## src/wss_pkg.sv

```systemverilog
// ---------------------------------------------------------------------------
// wss_pkg: shared types and constants for the wildcard signature scanner
// Holds the sizing constants, register indices, status codes and the cell
// control struct used between the window and its cells.
// ---------------------------------------------------------------------------
package wss_pkg;

    localparam int MAX_PATTERN  = 16;
    localparam int OFFSET_BITS  = 32;
    localparam int LEN_W        = 5;
    localparam int PAT_W        = 8 * MAX_PATTERN;
    localparam int CFG_IDX_W    = 2;
    localparam int CFG_DATA_W   = 64;

    localparam logic [7:0] WILDCARD = 8'h2A;

    // configuration register indices
    localparam logic [CFG_IDX_W-1:0] REG_PAT_LOW  = 2'd0;
    localparam logic [CFG_IDX_W-1:0] REG_PAT_HIGH = 2'd1;
    localparam logic [CFG_IDX_W-1:0] REG_PAT_LEN  = 2'd2;

    typedef enum logic [1:0] {
        ST_SCANNING  = 2'd0,
        ST_FOUND     = 2'd1,
        ST_NOT_FOUND = 2'd2,
        ST_REPORTED  = 2'd3
    } status_t;

    // control broadcast to every cell of the window
    typedef struct packed {
        logic shift;
        logic clear;
    } cell_ctrl_t;

    function automatic logic [7:0] pattern_byte(input logic [PAT_W-1:0] pat,
                                                input logic [3:0] idx);
        pattern_byte = pat[idx*8 +: 8];
    endfunction

endpackage

```

## src/wss_cell.sv

```systemverilog
// ---------------------------------------------------------------------------
// wss_cell: one window cell
// Holds one window byte, hands it to the next cell, and checks the byte it
// takes in against its expected pattern byte.
// ---------------------------------------------------------------------------
module wss_cell
(
    input  logic                clk,
    input  logic                rst_n,
    input  wss_pkg::cell_ctrl_t ctrl,
    input  logic [7:0]          shift_in,
    input  logic [7:0]          expected,
    input  logic                in_use,
    output logic [7:0]          win_byte,
    output logic                ok
);
    import wss_pkg::*;

    logic [7:0] win_byte_reg;

    always_ff @(posedge clk or negedge rst_n)
    begin
        if (!rst_n)
        begin
            win_byte_reg <= '0;
        end
        else if (ctrl.clear)
        begin
            win_byte_reg <= '0;
        end
        else if (ctrl.shift)
        begin
            win_byte_reg <= shift_in;
        end
    end

    // check is made on the incoming byte, i.e. the post-shift window
    assign ok       = !in_use || (expected == WILDCARD) || (expected == shift_in);
    assign win_byte = win_byte_reg;

endmodule

```

## src/wss_window.sv

```systemverilog
// ---------------------------------------------------------------------------
// wss_window: sliding byte window as a chain of cells
// Cell 0 takes the new byte; each cell feeds its neighbour. Every cell is
// matched against pattern byte (len-1-k); hit is the AND of all cells.
// ---------------------------------------------------------------------------
module wss_window
(
    input  logic                        clk,
    input  logic                        rst_n,
    input  wss_pkg::cell_ctrl_t         ctrl,
    input  logic [7:0]                  data_in,
    input  logic [wss_pkg::PAT_W-1:0]   pattern,
    input  logic [wss_pkg::LEN_W-1:0]   len,
    output logic                        hit
);
    import wss_pkg::*;

    logic [7:0]             cell_byte [MAX_PATTERN];
    logic [MAX_PATTERN-1:0] cell_ok;

    genvar k;
    generate
        for (k = 0; k < MAX_PATTERN; k++)
        begin : g_cell
            logic [7:0]       shift_in;
            logic [LEN_W-1:0] pat_idx;
            logic             in_use;

            if (k == 0)
            begin : g_head
                assign shift_in = data_in;
            end
            else
            begin : g_body
                assign shift_in = cell_byte[k-1];
            end

            assign in_use  = (LEN_W'(k) < len);
            assign pat_idx = len - LEN_W'(1) - LEN_W'(k);

            wss_cell u_cell
            (
                .clk      (clk),
                .rst_n    (rst_n),
                .ctrl     (ctrl),
                .shift_in (shift_in),
                .expected (pattern_byte(pattern, pat_idx[3:0])),
                .in_use   (in_use),
                .win_byte (cell_byte[k]),
                .ok       (cell_ok[k])
            );
        end
    endgenerate

    assign hit = &cell_ok;

endmodule

```

## src/wildcard_signature_scanner_top.sv

```systemverilog
// ---------------------------------------------------------------------------
// wildcard_signature_scanner_top: wildcard byte pattern search
// Streams a memory region byte by byte and reports where a wildcard pattern
// first matches.
// ---------------------------------------------------------------------------
// Usage
//   Input beats (s_*): one byte of the region per beat in s_tdata, s_tlast
//   on the final byte. Output beats (m_*): one per input beat, status in
//   m_tuser (scanning / found / not found / already reported), start offset
//   of the match in m_tdata, zero unless status is found.
//   Pattern is set through cfg_we/cfg_index/cfg_data: index 0 pattern bytes
//   0-7, index 1 bytes 8-15, index 2 length (0 is taken as 1, above 16 as
//   16). Byte 0x2A in the pattern matches anything. Write only while idle.
//   Each result is held in the single result register. Throughput: one
//   beat per cycle while m_tready is high; all sixteen window cells
//   compare in parallel in the cycle the byte is taken.
//   Stall: s_tready follows !m_tvalid || m_tready, so a held result blocks
//   new input only while it is itself stalled.
//   Reset: window, offset counter and found flag clear, pattern registers
//   go to zero with length 1. The same scan state clears after every
//   last byte. The offset counter saturates at its maximum.
// ---------------------------------------------------------------------------
module wildcard_signature_scanner_top
(
    input  logic                               clk,
    input  logic                               rst_n,
    // input stream
    input  logic                               s_tvalid,
    output logic                               s_tready,
    input  logic [7:0]                         s_tdata,   // [7:0] data_byte
    input  logic                               s_tlast,   // last_byte
    // output stream
    output logic                               m_tvalid,
    input  logic                               m_tready,
    output logic [31:0]                        m_tdata,   // [31:0] match_offset
    output logic [1:0]                         m_tuser,   // [1:0] status
    // configuration write port
    input  logic                               cfg_we,
    input  logic [wss_pkg::CFG_IDX_W-1:0]      cfg_index,
    input  logic [wss_pkg::CFG_DATA_W-1:0]     cfg_data
);
    import wss_pkg::*;

    localparam logic [OFFSET_BITS-1:0] OFFSET_MAX = '1;

    // configuration registers
    logic [63:0]      pat_low_reg;
    logic [63:0]      pat_high_reg;
    logic [LEN_W-1:0] pat_len_reg;

    // scan state
    logic [OFFSET_BITS-1:0] bytes_seen_reg, bytes_seen_next;
    logic                   match_reported_reg, match_reported_next;

    // result register
    logic                   out_valid_reg, out_valid_next;
    status_t                out_status_reg, out_status_next;
    logic [31:0]            out_offset_reg, out_offset_next;

    logic                   in_fire;
    logic                   hit;
    logic                   saturated;
    logic                   enough;
    logic [LEN_W-1:0]       len_eff;
    logic [OFFSET_BITS-1:0] offset_full;
    cell_ctrl_t             cell_ctrl;

    always_ff @(posedge clk or negedge rst_n)
    begin
        if (!rst_n)
        begin
            pat_low_reg  <= '0;
            pat_high_reg <= '0;
            pat_len_reg  <= LEN_W'(1);
        end
        else if (cfg_we)
        begin
            if (cfg_index == REG_PAT_LOW)
            begin
                pat_low_reg <= cfg_data;
            end
            if (cfg_index == REG_PAT_HIGH)
            begin
                pat_high_reg <= cfg_data;
            end
            if (cfg_index == REG_PAT_LEN)
            begin
                pat_len_reg <= cfg_data[LEN_W-1:0];
            end
        end
    end

    // effective length: zero acts as one, cap at MAX_PATTERN
    always_comb
    begin
        priority if (pat_len_reg == '0)
        begin
            len_eff = LEN_W'(1);
        end
        else if (pat_len_reg > LEN_W'(MAX_PATTERN))
        begin
            len_eff = LEN_W'(MAX_PATTERN);
        end
        else
        begin
            len_eff = pat_len_reg;
        end
    end

    assign s_tready = !out_valid_reg || m_tready;
    assign in_fire  = s_tvalid && s_tready;

    assign cell_ctrl.shift = in_fire;
    assign cell_ctrl.clear = in_fire && s_tlast;

    wss_window u_window
    (
        .clk     (clk),
        .rst_n   (rst_n),
        .ctrl    (cell_ctrl),
        .data_in (s_tdata),
        .pattern ({pat_high_reg, pat_low_reg}),
        .len     (len_eff),
        .hit     (hit)
    );

    // bytes_seen is the index of the byte being taken
    assign saturated   = (bytes_seen_reg == OFFSET_MAX);
    assign enough      = saturated ||
                         (bytes_seen_reg >= OFFSET_BITS'(len_eff - LEN_W'(1)));
    assign offset_full = saturated ? OFFSET_MAX
                                   : bytes_seen_reg - OFFSET_BITS'(len_eff - LEN_W'(1));

    always_comb
    begin
        bytes_seen_next     = bytes_seen_reg;
        match_reported_next = match_reported_reg;
        out_valid_next      = out_valid_reg;
        out_status_next     = out_status_reg;
        out_offset_next     = out_offset_reg;

        if (m_tready)
        begin
            out_valid_next = 1'b0;
        end

        if (in_fire)
        begin
            out_valid_next  = 1'b1;
            out_offset_next = '0;
            priority if (match_reported_reg)
            begin
                out_status_next = ST_REPORTED;
            end
            else if (enough && hit)
            begin
                out_status_next     = ST_FOUND;
                out_offset_next     = offset_full[31:0];
                match_reported_next = 1'b1;
            end
            else if (s_tlast)
            begin
                out_status_next = ST_NOT_FOUND;
            end
            else
            begin
                out_status_next = ST_SCANNING;
            end

            if (!saturated)
            begin
                bytes_seen_next = bytes_seen_reg + OFFSET_BITS'(1);
            end

            // region ends: scan state back to reset
            if (s_tlast)
            begin
                bytes_seen_next     = '0;
                match_reported_next = 1'b0;
            end
        end
    end

    always_ff @(posedge clk or negedge rst_n)
    begin
        if (!rst_n)
        begin
            bytes_seen_reg     <= '0;
            match_reported_reg <= 1'b0;
            out_valid_reg      <= 1'b0;
        end
        else
        begin
            bytes_seen_reg     <= bytes_seen_next;
            match_reported_reg <= match_reported_next;
            out_valid_reg      <= out_valid_next;
        end
    end

    always_ff @(posedge clk)
    begin
        out_status_reg <= out_status_next;
        out_offset_reg <= out_offset_next;
    end

    assign m_tvalid = out_valid_reg;
    assign m_tuser  = out_status_reg;
    assign m_tdata  = out_offset_reg;

    // a first match that is not on the last byte latches the found flag
    a_found_sticky: assert property (@(posedge clk) disable iff (!rst_n)
        (in_fire && !s_tlast && !match_reported_reg && enough && hit)
        |=> match_reported_reg)
        else $error("found flag not set after first match");

    // end of region clears the counter and the found flag
    a_region_clear: assert property (@(posedge clk) disable iff (!rst_n)
        (in_fire && s_tlast) |=> (bytes_seen_reg == '0 && !match_reported_reg))
        else $error("scan state not cleared after last byte");

    // offset is zero on every beat that is not a match
    a_offset_zero: assert property (@(posedge clk) disable iff (!rst_n)
        (m_tvalid && m_tuser != ST_FOUND) |-> (m_tdata == '0))
        else $error("offset non-zero without a match");

endmodule

```

## config.mk

```make
export PLATFORM = sky130hd
export DESIGN_NAME = wildcard_signature_scanner_top
export DESIGN_NICKNAME = d
export VERILOG_FILES = /design/src/wss_pkg.sv /design/src/wss_cell.sv /design/src/wss_window.sv /design/src/wildcard_signature_scanner_top.sv
export SDC_FILE = /design/constraint.sdc
export NUM_CORES = 1
export LEC_CHECK = 0
export BUFFER_PORTS_ARGS = -buffer_cell sky130_fd_sc_hd__buf_2
export CAP_MARGIN = 20
export CORE_ASPECT_RATIO = 0.9
export CORE_MARGIN = 1.5
export CORE_UTILIZATION = 25
export DETAILED_ROUTE_END_ITERATION = 10
export GPL_TIMING_DRIVEN = 0
export PLACE_DENSITY = 0.38
export SYNTH_ARGS = -nofsm -noshare
export SYNTH_HDL_FRONTEND = slang
export SYNTH_SLANG_ARGS = --single-unit
```

## constraint.sdc

```tcl
create_clock -name clk -period 7.7 [get_ports clk]
set_input_delay 1.54 -clock clk [delete_from_list [all_inputs] [get_ports clk]]
set_output_delay 1.54 -clock clk [all_outputs]
set_load 0.01 [all_outputs]
```

* After elaboration in Yosys (flattened, before gate mapping)
Index checks and enable logic that the tools add are counted.
** Word-level totals
- Register bits after elaboration :: 321
- Latch bits :: 0
- RAM bits :: 0
- Memory bits (read-only) :: 0
- Bits of input ports :: 80
- Logic and storage cells :: 221
- Memories kept :: 0
** Cells by class
- Add/subtract/negate cells :: 19
- Multiply operators :: 0
- Div/mod/pow operators :: 0
- $lt $le $gt $ge :: 18
- Eq/ne operators :: 36
- Shifts and indexed selects :: 16
- Muxes and demuxes :: 42
- Bitwise logic cells :: 1
- Reductions and logical operators :: 65
** Operators with widths (number)
- $shiftx 128x8->8 :: 16
- $mux 8 :: 30
- $eq 8x6->1 const B :: 16
- $eq 8x8->1 :: 16
- $mux 32 :: 3
- $lt 4x5->1 const A :: 8
- $logic_or 1x1->1 :: 34
- $add 32x1->32 const B :: 1
- $eq 32x32->1 const B :: 1
- $ge 32x32->1 :: 1
- $sub 32x32->32 :: 1
- $sub 4x4->4 const B :: 8
- $lt 3x5->1 const A :: 4
- $logic_not 1->1 :: 17
- $reduce_and 16->1 :: 1
- $sub 4x3->4 const B :: 4
- $lt 1x5->1 const A :: 2
- $lt 2x5->1 const A :: 2
- $mux 5 :: 2
- $reduce_and 2->1 :: 4
- $sub 4x1->4 const B :: 2
- $sub 4x2->4 const B :: 2
- $sub 5x1->6 const B :: 1
- $gt 5x5->1 const B :: 1
- other kinds (11) :: 20

* Depth between registers and ports, before layout
Gate-level depths: netlist (run 1).
- Depth in word-level cells :: 14
- Depth in mapped cells :: 25
- Depth with buffers taken out :: 19

* Cells and area by module
A second synthesis (run 1) with hierarchy kept.
** Unflattened totals
- Cells, all modules :: 2134
- Area, all modules :: 24090.6 um^2
** Modules (own cells, without submodules)
- wildcard_signature_scanner_top :: times used 1, cells an instance 803, area each 9790.6 um^2, sequential area each 5201.2 um^2
- wss_cell :: times used 16, cells an instance 40, area each 447.9 um^2, sequential area each 200.2 um^2
- wss_window :: times used 1, cells an instance 691, area each 7133.1 um^2, sequential area each 0.0 um^2

* Worst setup path before layout (run 1)
No wires, ideal clock.
- Kind :: register to register
- Start point :: register pat_len_reg[2]
- End point :: register out_offset_reg[1] (netlist: m_tdata[1]), data pin
- Library setup time :: 141 ps
- Arrival :: 5658 ps
- Required time :: 7559 ps
- Setup slack :: 1901 ps
- Cell stages (with the launch flop) :: 25
- Buffers on the path :: 7
- Cell sequence :: dfrtp_1 -> buf_4 -> nor3_4 -> o21a_2 -> inv_2 -> buf_6 -> buf_4 -> buf_6 -> clkbuf_1 -> ha_1 -> xnor2_4 -> inv_2 -> buf_1 -> ha_1 -> a31oi_4 -> xnor2_4 -> mux4_2 -> or3_1 -> o32a_1 -> o31ai_1 -> nand4_1 -> nor4_4 -> nand3_2 -> buf_6 -> a21oi_2
** Between the ends
- Cells in the longest elaborated chain, start to end :: 13
** Ends and longest elaborated chain
- start, declared :: RTL line wildcard_signature_scanner_top.sv:49 : logic [LEN_W-1:0] pat_len_reg;
- start signal, assigned :: RTL line wildcard_signature_scanner_top.sv:88 : pat_len_reg <= cfg_data[LEN_W-1:0];
- $gt 5x5->1 :: RTL line wildcard_signature_scanner_top.sv:100 : else if (pat_len_reg > LEN_W'(MAX_PATTERN))
- $mux 5 :: RTL line wildcard_signature_scanner_top.sv:100
- $mux 5 * :: RTL line wildcard_signature_scanner_top.sv:96 : priority if (pat_len_reg == '0)
- $sub 4x1->4 :: RTL line wss_window.sv:39 : assign pat_idx = len - LEN_W'(1) - LEN_W'(k);
- $sub 4x4->4 (tied with other cells) :: RTL line wss_window.sv:39
- $shiftx 128x8->8 :: RTL line wss_pkg.sv:37 : pattern_byte = pat[idx*8 +: 8];
- $eq 8x6->1 :: RTL line wss_cell.sv:38 : assign ok = !in_use || (expected == WILDCARD) || (expected == shift_in);
- $logic_or 1x1->1 (2 in series) :: RTL line wss_cell.sv:38
- $reduce_and 16->1 :: RTL line wss_window.sv:55 : assign hit = &cell_ok;
- $logic_and 1x1->1 :: RTL line wildcard_signature_scanner_top.sv:155 : else if (enough && hit)
- $not 1->1 (no line)
- $reduce_or 2->1 (no line)
- end signal, assigned :: RTL line wildcard_signature_scanner_top.sv:203 : out_offset_reg <= out_offset_next;
- end, declared :: RTL line wildcard_signature_scanner_top.sv:58 : logic [31:0] out_offset_reg, out_offset_next;
Mark *: on every way between the ends. The rest lies on a longest branch, timed or not.
A chain may end at the register's enable or synchronous reset.

* Final worst setup path (run 1)
- Start point :: register pat_len_reg[4]
- End point :: register out_offset_reg[1] (netlist: m_tdata[1]), data pin
The elaborated chain is that of the path after synthesis.

==> flow_metrics.py, run 1 <==
metrics = {
    "global_routing": {
        "grt_start_max_net_pins": 110,
        "track_usage": 0.229,
        "grt-ovfl-total": 0,
        "grt_pass1_vias": 21148,
        "antenna_found_initial": 2,
        "grt_pass1_wl_microns": 164000,
    },
    "cts": {
        "clk_latency_ns": 0.59,
        "cts_max_level": 2,
        "cts-root-buf": "clkbuf_16",
        "clk_pin_slew_worst_paths_ns": 0.06,
        "numCtsBuffers": 42,
        "cts_sinks": 321,
        "hold_buffers": 0,
        "cts_tree": "done",
        "clockBufferDepth": 3,
    },
    "synth": {
        "ys_seq_elements": 321,
        "synth_mux_area_frac": 0.318,
        "ys.warnings.count": 0,
        "synth_top_area_frac": 0.290,
        "syn_inst": 2305,
        "synthSimpleGateAreaFrac": 0.129,
        "synth_nets": 2428,
        "synth_fa_ha_area_frac": 0.0237,
        "synth_edf_count": 34,
        "netlist-cell-type-count": 84,
        "synthArstFlopShare": 0.894,
        "synth_ff_type": "dfrtp_1",
        "syn-cell-area_sq_um": 24700,
        "synthXorXnorAreaFrac": 0.0709,
        "syn_area_per_cell_sq_um": 10.7,
        "synth.area.top_cells": "dfrtp_1, mux4_2, mux2i_1",
        "ys_seq_area_frac": 0.332,
        "synth_top_family_by_area": "multiplexers",
        "synth_compound_area_frac": 0.0919,
        "yosys.area.top_type": "dfrtp_1",
    },
    "flow_run": {
        "maxCapViolations": 0,
    },
    "final_layout": {
        "mostFrequentLayoutCells": "nand2_1, dfrtp_1, mux2i_1, mux4_2",
        "final_util": 0.291,
        "final_common_cell": "nand2_1",
        "drive_above_1_share": 0.252,
        "syn_to_final_growth_pct": 15.4,
        "nNetsFinal": 2600,
        "largest_reg_flops": 120,
    },
    "critical_path": {
        "startpoint_type": "register",
        "worstSetupEndpointType": "register",
        "reg2reg_depth": 22,
        "critPathKind": "register to register",
        "crit_path_max_fanout": 20,
        "critPathRequiredTime_ns": 8.13,
        "cp.arrival_ns": 7.94,
    },
    "floorplan": {
        "dieArea_sq_um": 101000,
        "start_util": 0.252,
        "num_rows": 109,
        "io_pins": 116,
        "die_w_microns": 334,
        "core_sq_um": 98100,
        "die_h_microns": 301,
    },
    "timing": {
        "rsz0062_at_grt": "no",
        "finalHoldViolCount": 0,
        "fin_skew_ns": 0.0231,
        "timing.fmax_mhz": 133,
        "setup_violations": 0,
        "relSlewSlack": 0.216,
        "fin_tns_setup_ns": 0,
        "period_minus_slack_ns": 7.51,
        "worst_slew_pin_slew_ns": 1.17,
        "fin_crit_sh": 0.976,
        "drv_slew": 0,
    },
    "drt": {
        "wl_per_cell_microns": 30.6,
        "routed_wl_microns": 116000,
        "wl_met3_microns": 10900,
        "vias": 21228,
        "dr_wl_met2_microns": 48100,
        "dr.pass1.iters": 5,
        "met1_length_microns": 53300,
        "ant_nets": 0,
        "drt_first_iter_violations": 2162,
        "dr.max_layer_used": "met4",
        "avgViaCountPerCell": 5.60,
        "drcViolationCount": 0,
    },
    "place": {
        "place_congestion": 0.980,
        "io_buffers": 115,
        "hpwlAfterDp_microns": 93400,
    },
    "worst_hold_path": {
        "whs_path_depth": 2,
        "min_path_type": "register to register",
    },
    "power": {
        "peakVddDrop_mv": 0.173,
        "total_power_mw": 10.4,
        "power_leakage_nw": 11.4,
        "power_density_nw_per_um2": 364,
    },
    "run_status": {
        "outcome": "finished clean",
    },
}
## critical path, stage by stage (launching register included)
cell and delay, ns:
dfrtp_1 0.38, buf_2 0.38, inv_2 0.24, o21a_2 0.24, inv_2 0.13, buf_6 0.17
buf_4 0.29, buf_6 0.30, ha_1 0.34, xnor2_4 0.16, buf_1 0.40, ha_1 0.36
a211o_1 0.36, xnor2_4 0.44, mux4_2 0.65, nor4b_1 0.79, a32oi_1 0.20, o21ai_1 0.14
nand4_1 0.15, nor4_4 0.51, nand3_2 0.29, buf_6 0.24, a21oi_2 0.11
## metrics by stage
step / area (sq um) / hold slack [ns] / cells / worst slack, ns
detailed placement: 27100 / 0.520 / 3704 / -1.19
global placement: 26900 / 0.518 / 3696 / -1.18
global route: 28500 / 0.574 / 3785 / 0.0410
CTS: 28400 / 0.537 / 3778 / 0.0390
floorplan: 24700 / 0.470 / 2305 / 1.90
finish: 28500 / 0.530 / 3788 / 0.188
## power breakdown
group	internal [mW]	total, mW	leakage, nW	switching [mW]
sequential	1.87	2.30	4.04	0.426
combinational	2.53	6.16	6.68	3.63
clock	1.12	1.92	0.648	0.804
total	5.52	10.4	11.4	4.86
## Yosys cell counts (5+ instances only)
cell / instances
a21o_1: 21
ha_1: 42
mux2i_1: 214
a21oi_2: 30
a22o_1: 8
o221ai_1: 5
nand2_1: 367
a21oi_1: 49
buf_6: 12
a211oi_1: 5
nor2b_1: 16
clkbuf_1: 86
nor4_1: 13
mux2_2: 138
edfxtp_1: 34
xnor2_1: 124
nor4bb_1: 6
nor4b_1: 11
xor2_1: 64
and4_1: 6
or3_1: 8
nor3_1: 20
dfrtp_1: 286
inv_1: 22
nand2b_1: 12
a221oi_1: 7
nand3_1: 34
nand4b_1: 7
nand3b_1: 11
or2_2: 5
nor2_1: 72
nand4_1: 45
nor3b_1: 5
and3_1: 21
o21bai_1: 6
o211ai_1: 6
a31oi_1: 22
buf_2: 31
o21ai_0: 148
buf_1: 13
buf_4: 12
mux4_2: 184
## final timing paths
path | from | end | slack (ns)
max in group asynchronous | rst_n | bytes_seen_reg[27] | 5.71
min in group asynchronous | rst_n | pat_high_reg[63] | 0.91
min reg2reg | m_tvalid | m_tvalid | 0.53
max reg2reg | pat_len_reg[4] | m_tdata[1] | 0.19
min | m_tvalid | m_tvalid | 0.53
max | pat_len_reg[4] | m_tdata[1] | 0.19
## layer usage
| metal | up-vias | global-route usage |
|---|---|---|
| li1 | 8968 | - |
| met1 | 11026 | 0.332 |
| met2 | 1070 | 0.331 |
| met3 | 164 | 0.0595 |
| met4 | 0 | 0.0653 |
| met5 | - | 0 |
## what timing repair did
item / CTS / global route
endpoints found under the setup margin: 35 / 33
pin swaps: 0 / 4
gates resized for setup: 7 / 6
buffers inserted: 0 / 5
## kinds of logic after synthesis
| family | count (synthesis) |
|---|---|
| AND/OR/NAND/NOR | 671 |
| multiplexers | 536 |
| AO/OA/AOI/OAI | 355 |
| flip-flops | 321 |
| XOR/XNOR | 193 |
| buffers and inverters | 182 |
| adder cells (fa/ha/maj) | 47 |
## final cells by class
class | instances | area (sq um)
Fill cell | 10189 | 69600
Multi-Input combinational cell | 1802 | 15700
Sequential cell | 321 | 8200
Tap cell | 1276 | 1600
Clock buffer | 57 | 1150
Timing Repair Buffer | 130 | 832
Buffer | 152 | 751
Clock inverter | 19 | 183
Inverter | 28 | 108
Antenna cell | 3 | 7.51
Note: power is estimated with default switching activity, not from simulation.
==> run 2: changes to the inputs <==
--- a/config.mk
+++ b/config.mk
@@ -12,7 +12,6 @@
 export CORE_UTILIZATION = 25
 export DETAILED_ROUTE_END_ITERATION = 10
 export GPL_TIMING_DRIVEN = 0
-export PLACE_DENSITY = 0.38
 export SYNTH_ARGS = -nofsm -noshare
 export SYNTH_HDL_FRONTEND = slang
 export SYNTH_SLANG_ARGS = --single-unit
==> constraint.sdc (replaced) <==
create_clock -name clk -period 7.8 [get_ports clk]
set_input_delay 1.56 -clock clk [delete_from_list [all_inputs] [get_ports clk]]
set_output_delay 1.56 -clock clk [all_outputs]
set_load 0.01 [all_outputs]
==> flow_metrics.py, run 2 (same netlist as run 1, synthesis figures left out) <==
metrics = {
    "worst_hold_path": {
        "min_to": "u_window.g_cell[14].u_cell.win_byte[6]",
        "whs_path_depth": 2,
        "hold_start": "u_window.g_cell[14].u_cell.win_byte[6]",
        "min_path_type": "register to register",
    },
    "critical_path": {
        "ff2ff_setup_slack_ns": 0.22,
        "crit_chain": "buf_2 > inv_2 > o21a_2 > inv_2 > buf_6 > buf_4 > buf_6 > ha_1 > xnor2_4 > buf_1 > ha_1 > a211o_1 > xnor2_2 > mux4_2 > nor4b_1 > a32oi_1 > o21ai_1 > nand4_1 > nor4_4 > nand3_2 > buf_6 > a21oi_2",
        "slowest_stage": "mux4_2",
        "critPathRequiredTime_ns": 8.23,
        "worstSetupEndpointType": "register",
        "crit-reg2reg-capture": "m_tdata[3]",
        "critPathMaxStageDelay_ns": 0.67,
        "cp.arrival_ns": 8.02,
        "cpMostUsedCell": "buf_6",
        "startpoint_type": "register",
        "critPathKind": "register to register",
        "crit_path_max_fanout": 20,
        "worst_r2r_startpoint": "pat_len_reg[4]",
        "reg2reg_depth": 22,
    },
    "final_layout": {
        "largest_reg_flops": 120,
        "fillers": 10127,
        "drive_above_1_share": 0.250,
        "instances_no_fill": 3768,
        "syn_to_final_growth_pct": 14.9,
        "fin_area_sq_um": 28400,
        "mostFrequentLayoutCells": "nand2_1, dfrtp_1, mux2i_1, mux4_2, o21ai_0",
        "nNetsFinal": 2587,
        "final_common_cell": "nand2_1",
    },
    "timing": {
        "relSlewSlack": 0.144,
        "worst_slew_pin_slew_ns": 1.28,
        "rsz0062_at_grt": "no",
        "setup_violations": 0,
        "period_minus_slack_ns": 7.58,
        "fin_skew_ns": 0.0308,
        "finalHoldViolCount": 0,
        "fin_tns_setup_ns": 0,
        "fin_crit_sh": 0.972,
        "timing.fmax_mhz": 132,
        "drv_slew": 0,
        "worst_slack_ns": 0.216,
        "hold_slack_ns": 0.506,
    },
    "global_routing": {
        "grt_start_max_net_pins": 112,
        "grt-ovfl-total": 0,
        "grt_pass1_vias": 20183,
        "grt_pass1_wl_microns": 147000,
        "antenna_found_initial": 4,
        "track_usage": 0.200,
    },
    "power": {
        "peakVddDrop_mv": 0.211,
        "combPwrFrac": 0.590,
        "power_density_nw_per_um2": 358,
        "power_leakage_nw": 11.3,
        "seqPwrFrac": 0.219,
        "p_int_mw": 5.47,
        "pwr-share-clk": 0.192,
        "swShare": 0.461,
        "netSwitchingPower_mw": 4.68,
    },
    "cts": {
        "clockBufferDepth": 3,
        "cts_tree": "done",
        "clk_latency_ns": 0.60,
        "cts-root-buf": "clkbuf_16",
        "numCtsBuffers": 38,
        "cts_max_level": 2,
        "post_cts_buffers": 0,
        "cts_sinks": 321,
        "clk_pin_slew_worst_paths_ns": 0.06,
    },
    "place": {
        "dp_slack_ns": -0.563,
        "place_congestion": 1.04,
        "hpwlAfterDp_microns": 80600,
        "postPlaceCellArea_sq_um": 27000,
        "io_buffers": 115,
        "dpl.cell_count": 3701,
    },
    "drt": {
        "avgViaCountPerCell": 5.55,
        "wl_per_cell_microns": 27.0,
        "drcViolationCount": 0,
        "dr.pass1.iters": 7,
        "routed_wl_microns": 102000,
        "ant_nets": 0,
        "drt_first_iter_violations": 2755,
        "vias": 20928,
    },
    "flow_run": {
        "maxCapViolations": 0,
    },
    "floorplan": {
        "num_rows": 109,
        "start_util": 0.252,
        "die_w_microns": 334,
        "die_h_microns": 301,
        "core_sq_um": 98100,
        "io_pins": 116,
        "dieArea_sq_um": 101000,
    },
    "run_status": {
        "outcome": "finished clean",
    },
}
[run 2: cell types whose count changed in the layout (fill, tap and decap cells not counted), moves of 3 or more]
cell and delta:
clkinv_2 -4, buf_4 -5, bufinv_16 +3, clkbuf_1 -7
[run 2: cell type report]
type	instances	area (sq um)	share of cell area
Multi-Input combinational cell	1802	15700	0.552
Sequential cell	321	8200	0.289
Tap cell	1276	1600	0.0562
Clock buffer	48	1080	0.0381
Buffer	152	748	0.0264
Timing Repair Buffer	121	706	0.0249
Clock inverter	19	280	0.00987
Inverter	28	111	0.00392
Antenna cell	1	2.50	0.0000882
[run 2: worst max path at each step]
stage / startpoint / end / slack [ns] / cells after the start
after global placement: pat_len_reg[4] / m_tdata[28] / -1.08 / 25
final: pat_len_reg[4] / m_tdata[3] / 0.22 / 22
after global routing: pat_len_reg[4] / m_tdata[3] / 0.02 / 22
after CTS: pat_len_reg[1] / m_tdata[3] / 0.05 / 22
after floorplan: pat_len_reg[2] / m_tdata[1] / 2.00 / 24
after detailed placement: pat_len_reg[4] / m_tdata[29] / -0.56 / 25
[run 2: metrics by stage]
step           total power, mW   util
3_3_place_gp              7.93  0.274
3_5_place_dp              7.96  0.275
6_report                  10.2  0.289
4_1_cts                   9.94  0.289
2_1_floorplan             6.00      -
5_1_grt                   10.5  0.289
[run 2: repair_timing]
item	in CTS	in global routing
hold buffers	0	0
pin swaps	0	0
resized for setup	1	9
endpoints found under the setup margin	35	34
hold endpoints to repair	0	0
[run 2: power by group through the flow]
stage | clock, mW | combinational [mW] | sequential [mW]
3_5_place_dp | 0 | 5.74 | 2.22
3_3_place_gp | 0 | 5.71 | 2.22
5_1_grt | 2.06 | 6.18 | 2.22
4_1_cts | 2.00 | 5.76 | 2.19
6_report | 1.95 | 5.99 | 2.22
2_1_floorplan | 0 | 3.96 | 2.04
[run 2: worst max-delay path, delay by kind of cell, from the launching register on]
kind                     cells  cell delay, ns
AO/OA/AOI/OAI                5            1.01
XOR/XNOR                     2            0.81
buffers and inverters        8            2.28
AND/OR/NAND/NOR              4            1.46
flip-flops                   1            0.38
multiplexers                 1            0.67
adder cells (fa/ha/maj)      2            0.74
[run 2: per-layer routing]
metal | vias to the layer above | track usage | wire, microns
met3 | 268 | 0.0644 | 11900
met2 | 1308 | 0.286 | 41500
li1 | 8921 | - | -
met4 | 2 | 0.0831 | 5210
met1 | 10429 | 0.275 | 43000
met5 | - | 0.00189 | 14
==> run 3: changes to the inputs <==
--- a/config.mk
+++ b/config.mk
@@ -9,9 +9,10 @@
 export CAP_MARGIN = 20
 export CORE_ASPECT_RATIO = 0.9
 export CORE_MARGIN = 1.5
-export CORE_UTILIZATION = 25
+export CORE_UTILIZATION = 63
 export DETAILED_ROUTE_END_ITERATION = 10
 export GPL_TIMING_DRIVEN = 0
+export PLACE_DENSITY = 0.81
 export SYNTH_ARGS = -nofsm -noshare
 export SYNTH_HDL_FRONTEND = slang
 export SYNTH_SLANG_ARGS = --single-unit
==> flow_metrics.py, run 3 (same netlist as run 1, synthesis figures left out) <==
metrics = {
    "drt": {
        "avgViaCountPerCell": 7.35,
        "dr.pass1.iters": 7,
        "wl_per_cell_microns": 31.5,
        "ant_nets": 0,
        "vias": 22122,
        "drt_first_iter_violations": 3631,
        "routed_wl_microns": 94800,
        "drcViolationCount": 0,
    },
    "critical_path": {
        "crit_path_max_fanout": 20,
        "cp.arrival_ns": 8.07,
        "startpoint_type": "register",
        "critPathRequiredTime_ns": 8.22,
        "worstSetupEndpointType": "register",
        "ff2ff_setup_slack_ns": 0.15,
        "critPathKind": "register to register",
    },
    "cts": {
        "clk_latency_ns": 0.57,
        "hold_buffers": 0,
        "clk_pin_slew_worst_paths_ns": 0.06,
        "clockBufferDepth": 3,
        "cts_sinks": 321,
        "post_cts_buffers": 0,
        "cts_tree": "done",
        "cts-root-buf": "clkbuf_16",
        "numCtsBuffers": 34,
        "cts_max_level": 2,
    },
    "final_layout": {
        "final_util": 0.708,
        "largest_reg_flops": 120,
        "instances_no_fill": 3009,
        "syn_to_final_growth_pct": 10.2,
        "drive_above_1_share": 0.245,
        "fin_area_sq_um": 27200,
        "mostFrequentLayoutCells": "nand2_1, dfrtp_1, mux2i_1, mux4_2",
        "fillers": 2825,
        "final_common_cell": "nand2_1",
        "nNetsFinal": 2581,
    },
    "place": {
        "dpl.cell_count": 2948,
        "postPlaceCellArea_sq_um": 26000,
        "io_buffers": 115,
        "hpwlAfterDp_microns": 74200,
        "place_congestion": 1.15,
    },
    "run_status": {
        "outcome": "finished clean",
    },
    "floorplan": {
        "num_rows": 68,
        "start_util": 0.642,
        "die_w_microns": 212,
        "io_pins": 116,
        "core_sq_um": 38500,
        "die_h_microns": 191,
        "dieArea_sq_um": 40400,
    },
    "power": {
        "power_density_nw_per_um2": 364,
        "netSwitchingPower_mw": 4.58,
        "power_leakage_nw": 11.2,
        "pwr-share-clk": 0.171,
        "peakVddDrop_mv": 0.250,
        "swShare": 0.462,
        "seqPwrFrac": 0.224,
        "combPwrFrac": 0.605,
        "p_int_mw": 5.32,
    },
    "timing": {
        "period_minus_slack_ns": 7.65,
        "finalHoldViolCount": 0,
        "rsz0062_at_grt": "no",
        "worst_slew_pin_slew_ns": 1.17,
        "relSlewSlack": 0.223,
        "timing.fmax_mhz": 131,
        "hold_slack_ns": 0.512,
        "fin_skew_ns": 0.0306,
        "drv_slew": 0,
        "setup_violations": 0,
        "fin_tns_setup_ns": 0,
        "fin_crit_sh": 0.981,
    },
    "global_routing": {
        "track_usage": 0.477,
        "grt_use_met1": 0.615,
        "grt_most_used_layer": "met2",
        "grt_pass1_wl_microns": 139000,
        "antenna_found_initial": 1,
        "grt_start_max_net_pins": 116,
        "grtUsageMet3": 0.198,
        "grt_pass1_vias": 21137,
        "grt-ovfl-total": 0,
        "use_met2": 0.681,
    },
    "flow_run": {
        "maxCapViolations": 0,
    },
    "worst_hold_path": {
        "min_path_type": "register to register",
    },
}
run 3: through the flow:
step	setup slack (ns)	power, mW
floorplan	2.00	6.00
detailed placement	-0.340	7.84
global placement	-0.380	7.75
global route	0.143	10.1
finish	0.151	9.90
CTS	0.156	9.54
run 3: final cells by class:
class / instances / area, sq um / share of cell area
clock inverters: 5 / 75.1 / 0.00276
clock buffers: 55 / 1080 / 0.0398
multi-input cells: 1802 / 15700 / 0.575
flip-flops and latches: 321 / 8200 / 0.301
repair buffers: 119 / 683 / 0.0251
inverters: 28 / 108 / 0.00395
diodes: 2 / 5.00 / 0.000184
well taps: 525 / 657 / 0.0241
plain buffers: 152 / 749 / 0.0275
run 3: timing repair:
action                                 CTS  global route
setup endpoints to repair               34            35
endpoints found under the hold margin    0             0
resized for setup                        3             6
run 3: metal layers:
metal | up-vias | wire length (microns)
met5 | - | 138
met4 | 6 | 6670
met3 | 402 | 14900
met2 | 1851 | 38900
met1 | 10948 | 34300
li1 | 8915 | -
run 3: worst max-delay path: stages (launching register included):
cell	delay, ns
dfrtp_1	0.38
buf_2	0.33
inv_2	0.21
o21a_2	0.22
inv_2	0.12
buf_6	0.16
buf_4	0.28
buf_6	0.31
ha_1	0.31
clkbuf_1	0.43
clkinv_1	0.43
buf_2	0.37
ha_1	0.34
xnor2_4	0.42
mux4_2	0.68
nor4b_1	0.61
o21ai_1	0.43
o211ai_1	0.21
nand4_1	0.17
nor4_4	0.37
nand3_2	0.27
buf_6	0.25
a21oi_2	0.12
run 3: power by group through the flow:
stage / Sequential (mW) / Combinational (mW) / Clock [mW]
6_report: 2.22 / 5.99 / 1.70
5_1_grt: 2.21 / 6.12 / 1.75
4_1_cts: 2.18 / 5.67 / 1.69
3_5_place_dp: 2.21 / 5.64 / 0
3_3_place_gp: 2.20 / 5.55 / 0
2_1_floorplan: 2.04 / 3.96 / 0
run 3: worst paths after layout:
path	start	end	depth (start not counted)
worst max-delay path	pat_len_reg[4]	m_tdata[2]	22
worst min-delay path	u_window.g_cell[14].u_cell.win_byte[7]	u_window.g_cell[14].u_cell.win_byte[7]	2
worst max register to register	pat_len_reg[4]	m_tdata[2]	22
worst min register to register	u_window.g_cell[14].u_cell.win_byte[7]	u_window.g_cell[14].u_cell.win_byte[7]	2
max in group asynchronous	rst_n	bytes_seen_reg[5]	2
min in group asynchronous	rst_n	pat_low_reg[60]	1
